===== src/rtl/uirb_pkg.sv =====
// Shared types and constants for the UART interrupt ring buffer.
`default_nettype none

package uirb_pkg;

  // Widths fixed by the transaction fields.
  localparam int unsigned ByteW  = 8;
  localparam int unsigned LevelW = 9;

  // Event codes carried in the cmd field of an input transaction.
  typedef enum logic [1:0] {
    CmdRxByte  = 2'd0,
    CmdTxReady = 2'd1,
    CmdRead    = 2'd2,
    CmdWrite   = 2'd3
  } cmd_e;

  // Request from the control logic to one ring.
  typedef struct packed {
    logic             push;
    logic             pop;
    logic [ByteW-1:0] wdata;
  } ring_req_t;

  // Status returned by one ring.
  typedef struct packed {
    logic full;
    logic empty;
  } ring_sts_t;

endpackage

`default_nettype wire


===== src/rtl/uirb_ring.sv =====
// Byte ring: a synchronous memory with head and tail pointers and a fill count.
`default_nettype none

module uirb_ring
  import uirb_pkg::*;
#(
  parameter int unsigned Depth = 256,
  localparam int unsigned PtrW = $clog2(Depth),
  localparam int unsigned CntW = $clog2(Depth + 1)
) (
  input  wire logic             clk_i,
  input  wire logic             rst_ni,
  input  wire ring_req_t        req_i,
  output      ring_sts_t        sts_o,
  output      logic [CntW-1:0]  count_o,
  output      logic [ByteW-1:0] rd_data_o
);

  logic [ByteW-1:0] mem_q [Depth];
  logic [ByteW-1:0] rd_data_q;
  logic [PtrW-1:0]  head_q, head_d;
  logic [PtrW-1:0]  tail_q, tail_d;
  logic [CntW-1:0]  count_q, count_d;

  function automatic logic [PtrW-1:0] ptr_next(input logic [PtrW-1:0] p);
    return (p == PtrW'(Depth - 1)) ? '0 : p + PtrW'(1);
  endfunction

  // Pointer and count update; the caller never pushes a full ring or pops an
  // empty one, and never pushes and pops in the same cycle.
  always_comb begin
    head_d  = head_q;
    tail_d  = tail_q;
    count_d = count_q;
    if (req_i.push) begin
      head_d  = ptr_next(head_q);
      count_d = count_q + CntW'(1);
    end
    if (req_i.pop) begin
      tail_d  = ptr_next(tail_q);
      count_d = count_q - CntW'(1);
    end
  end

  always_ff @(posedge clk_i or negedge rst_ni) begin
    if (!rst_ni) begin
      head_q  <= '0;
      tail_q  <= '0;
      count_q <= '0;
    end else begin
      head_q  <= head_d;
      tail_q  <= tail_d;
      count_q <= count_d;
    end
  end

  // Storage: one write port at the head, one registered read port at the tail.
  // The read data register holds its value until the next pop.
  always_ff @(posedge clk_i) begin
    if (req_i.push) begin
      mem_q[head_q] <= req_i.wdata;
    end
    if (req_i.pop) begin
      rd_data_q <= mem_q[tail_q];
    end
  end

  assign sts_o.full  = (count_q == CntW'(Depth));
  assign sts_o.empty = (count_q == '0);
  assign count_o     = count_q;
  assign rd_data_o   = rd_data_q;

endmodule

`default_nettype wire


===== config.mk =====
export PLATFORM = sky130hd
export DESIGN_NAME = uirb_ring
export DESIGN_NICKNAME = d
export VERILOG_FILES = /design/src/rtl/uirb_pkg.sv /design/src/rtl/uirb_ring.sv
export SDC_FILE = /design/constraint.sdc
export NUM_CORES = 2
export LEC_CHECK = 0
export ABC_CLOCK_PERIOD_IN_PS = 5300
export BUFFER_PORTS_ARGS = -buffer_cell sky130_fd_sc_hd__buf_2
export CAP_MARGIN = 30
export CORE_MARGIN = 1.5
export CORE_UTILIZATION = 65
export CTS_CLUSTER_DIAMETER = 100
export CTS_CLUSTER_SIZE = 12
export DETAILED_ROUTE_END_ITERATION = 6
export PLACE_DENSITY_LB_ADDON = 0.25
export SYNTH_ARGS = -nofsm -noshare
export SYNTH_HDL_FRONTEND = slang
export SYNTH_SLANG_ARGS = --single-unit

===== constraint.sdc =====
create_clock -name clk_i -period 5.3 [get_ports clk_i]
set_input_delay 1.325 -clock clk_i [delete_from_list [all_inputs] [get_ports clk_i]]
set_output_delay 1.325 -clock clk_i [all_outputs]
set_load 0.005 [all_outputs]

==> results by group <==
Status
  • Result of the run: finished clean

Pwr
  • Share of power burned in registers: 47.1%
  • Switching share of total power: 29.3%
  • Switching pwr: 11.8 mW
  • Gate power share: 22.5%
  • Internal power: 28.4 mW
  • Static power due to leakage: 27.5 nW
  • Clock Power Share: 30.4%
  • Total power divided by cell area: 452 nW/um^2
  • Peak supply drop: 489 uV

Critical path
  • Worst Setup End Kind: flop
  • Series of cell instances along the critical path: nand3b_1 -> nor2_1 -> a221oi_1 -> o21ai_0 -> nor2_1 -> a2111oi_0 -> buf_1 -> a31o_2
  • Slowest cell on the critical path: dfrtp_4
  • Startpoint type of the worst setup path: flop
  • Total buffers and inverters traversed by the critical path: 1
  • Critical path required time: 6.00 ns
  • Crit Path Category: flop to flop
  • Stage delay of the slowest cell on the critical path: 0.96 ns
  • Worst-path fanout max: 35
  • Most prevalent standard cell on the critical path: nor2_1
  • Data arrival time of the critical path: 4.82 ns
  • Family of cells with the greatest summed delay on the critical path: simple AND/OR/NAND/NOR gates

Timing
  • Setup repair after global routing missed its margin: false
  • Worst rel slew slack: 28.4%
  • Share of the clock period used by the worst path after layout: 77.8%
  • Hold WS: 0.556 ns
  • Fin. Hold Viols: 0
  • Post-route setup TNS: 0 ns
  • Top achievable clock speed: 243 MHz
  • Max-slew violation count: 0
  • Final setup viols: 0
  • Setup slack of the critical path after layout: 1.18 ns
  • Slew @ Worst Pin: 1.07 ns
  • Layout Skew: 0.0281 ns
  • Post-layout minimum cycle time: 4.12 ns

Route
  • TritonRoute pass-1 iters: 6
  • Detail-routed net length per standard cell: 35.8 um
  • Remaining antenna violation count after routing: 0
  • Starting DRT DRC Count: 6692
  • Routed WL: 201 mm
  • Post-route DRC: 0
  • Via count: 40.6k
  • Vias per cell: 7.22

Clock tree
  • Max clock buf depth: 3
  • Resized cells post-CTS: 0
  • Number of clock buffers inserted by TritonCTS: 191
  • Clock latency on the worst-skew pair: 0.82 ns
  • Hold_buf cts: 0
  • Clock-pin slew on the worst setup and hold paths: 0.07 ns
  • Library cell used as clock root buffer: clkbuf_16
  • Setup fix buffers added after clock tree synthesis: 0
  • H-tree levels: 4
  • TritonCTS clock tree: built
  • Clock tree sinks: 2081

Cells and area
  • Layout Area Growth over Synthesis: 9.93%
  • Post-layout util: 71.9%
  • Most common cell after layout, fill and taps aside: edfxtp_1
  • Fraction of final layout cells with drive strength greater than 1: 24.1%
  • Top library cells by usage in the layout, fill and taps aside: edfxtp_1, mux4_2, nor2_1
  • Number of nets in the finished design: 3955

Synth
  • Number of flip-flops and latches in the synthesized netlist: 2081
  • Sequential share of the synthesized area: 77.2%
  • Post-synthesis area per instance: 21.5 sq um
  • Ys flop type: edfxtp_1
  • Number of warnings issued by yosys: 0
  • EDFF count, synth: 2056
  • Number of standard cells after synthesis: 3766
  • Proportion of synthesized flip-flops having asynchronous set or reset: 1.20%
  • Net Count, Synth: 3791
  • Post-synthesis instance area: 80800 sq um
  • Post-synth cell types: 63

Die
  • Die height: 356 um
  • Area inside the core boundary: 123000 sq um
  • Initial cell density of the core: 65.4%
  • Die span in x: 356 um
  • Number of top-level pins: 31
  • Die footprint: 126000 sq um
  • Number of cell rows: 129

Global route
  • Pin count of the biggest net entering global routing: 151
  • Initial antenna violation count: 9
  • Leftover overflow at the end of global routing: 0
  • Vias in the first global route: 40.6k
  • GRT Resource Usage Total: 32.6%
  • Global-route wire length before repair: 290 mm

Place
  • Weighted congestion reported at the end of routability-driven placement: 0.890
  • Detailed Place HPWL: 118 mm
  • Worst setup slack before clock tree synthesis: 1.41 ns
  • Port buffer count: 30

Job
  • Max-capacitance violation count: 0

Hold path
  • Hold Crit Class: flop to flop
==> kinds of logic after synthesis <==
logic type / count (synthesis) / synth area share [%]
and+or+nand+nor: 536 / 2.85
AOI/OAI and AO/OA: 275 / 2.36
buffers and inverters: 234 / 1.36
muxes: 611 / 15.9
xor gates and xnor gates: 16 / 0.173
adders and majority gates: 13 / 0.211
DFF: 2081 / 77.2
==> path summary, 6_finish.rpt <==
| path | from | endpoint | slack (ns) | depth (start not counted) |
|---|---|---|---|---|
| worst min-delay path | count_o[8]$_DFFE_PN0P_ | count_o[8]$_DFFE_PN0P_ | 0.56 | 1 |
| min in group asynchronous | rst_ni | count_o[4]$_DFFE_PN0P_ | 0.57 | 1 |
| worst max-delay path | tail_q[3]$_DFFE_PN0P_ | rd_data_o[4]$_DFFE_PP_ | 1.18 | 8 |
| max in group asynchronous | rst_ni | tail_q[3]$_DFFE_PN0P_ | 4.14 | 1 |
| worst min register to register | count_o[8]$_DFFE_PN0P_ | count_o[8]$_DFFE_PN0P_ | 0.56 | 1 |
| worst max register to register | tail_q[3]$_DFFE_PN0P_ | rd_data_o[4]$_DFFE_PP_ | 1.18 | 8 |
==> sequential cells by signal, summed over array words and instances, names as in the netlist <==
name       flops
count_o        9
head_q         8
mem_q       2048
rd_data_o      8
tail_q         8
==> synthesized netlist by cell type (25+ instances only) <==
cell type     n  share of area [%]
a21oi_1      47               0.29
a221oi_1     29               0.31
a22oi_1      83               0.77
buf_1        30               0.14
buf_2        60               0.37
clkbuf_1    109               0.51
dfrtp_1      25               0.77
edfxtp_1   2056                 76
mux2i_1      68               0.84
mux4_2      534                 15
nand2_1     124               0.58
nand3_1      45               0.28
nor2_1      272                1.3
nor2b_1      25               0.19
o21ai_0      48               0.30
==> routing by layer <==
metal / up-vias / share of wire, % / GRT usage [%] / wire length [um]
met2: 3086 / 48 / 50.3 / 96000
met3: 466 / 13 / 7.27 / 25400
met5: - / 0.021 / 0 / 42
li1: 15955 / - / - / -
met4: 6 / 4.0 / 12.0 / 8060
met1: 21040 / 36 / 47.0 / 71400
==> power by group through the flow <==
stage	combinational (mW)	clock, mW	sequential (mW)
after floorplan	5.32	0	18.8
after global placement	8.55	0	19.2
after detailed placement	8.71	0	19.2
after CTS	8.82	12.2	18.9
after global routing	9.27	12.8	18.9
final	9.03	12.2	18.9
==> through the flow <==
stage	power, mW	instances	area, sq um
floorplan	24.1	3766	80800
detailed placement	27.9	5370	83600
global route	41.0	5617	88800
global placement	27.8	5353	83500
CTS	40.0	5613	88700
finish	40.1	5620	88800
==> final cells by class <==
cell class / count / area, sq um
clock buffers: 235 / 5030
multi-input cells: 1451 / 17400
clock inverters: 8 / 103
fillers: 6815 / 34700
diodes: 3 / 7.51
flip-flops and latches: 2081 / 62400
repair buffers: 200 / 1850
well taps: 1637 / 2050
inverters: 5 / 23.8
No activity file was read; power rests on OpenSTA's default activity.
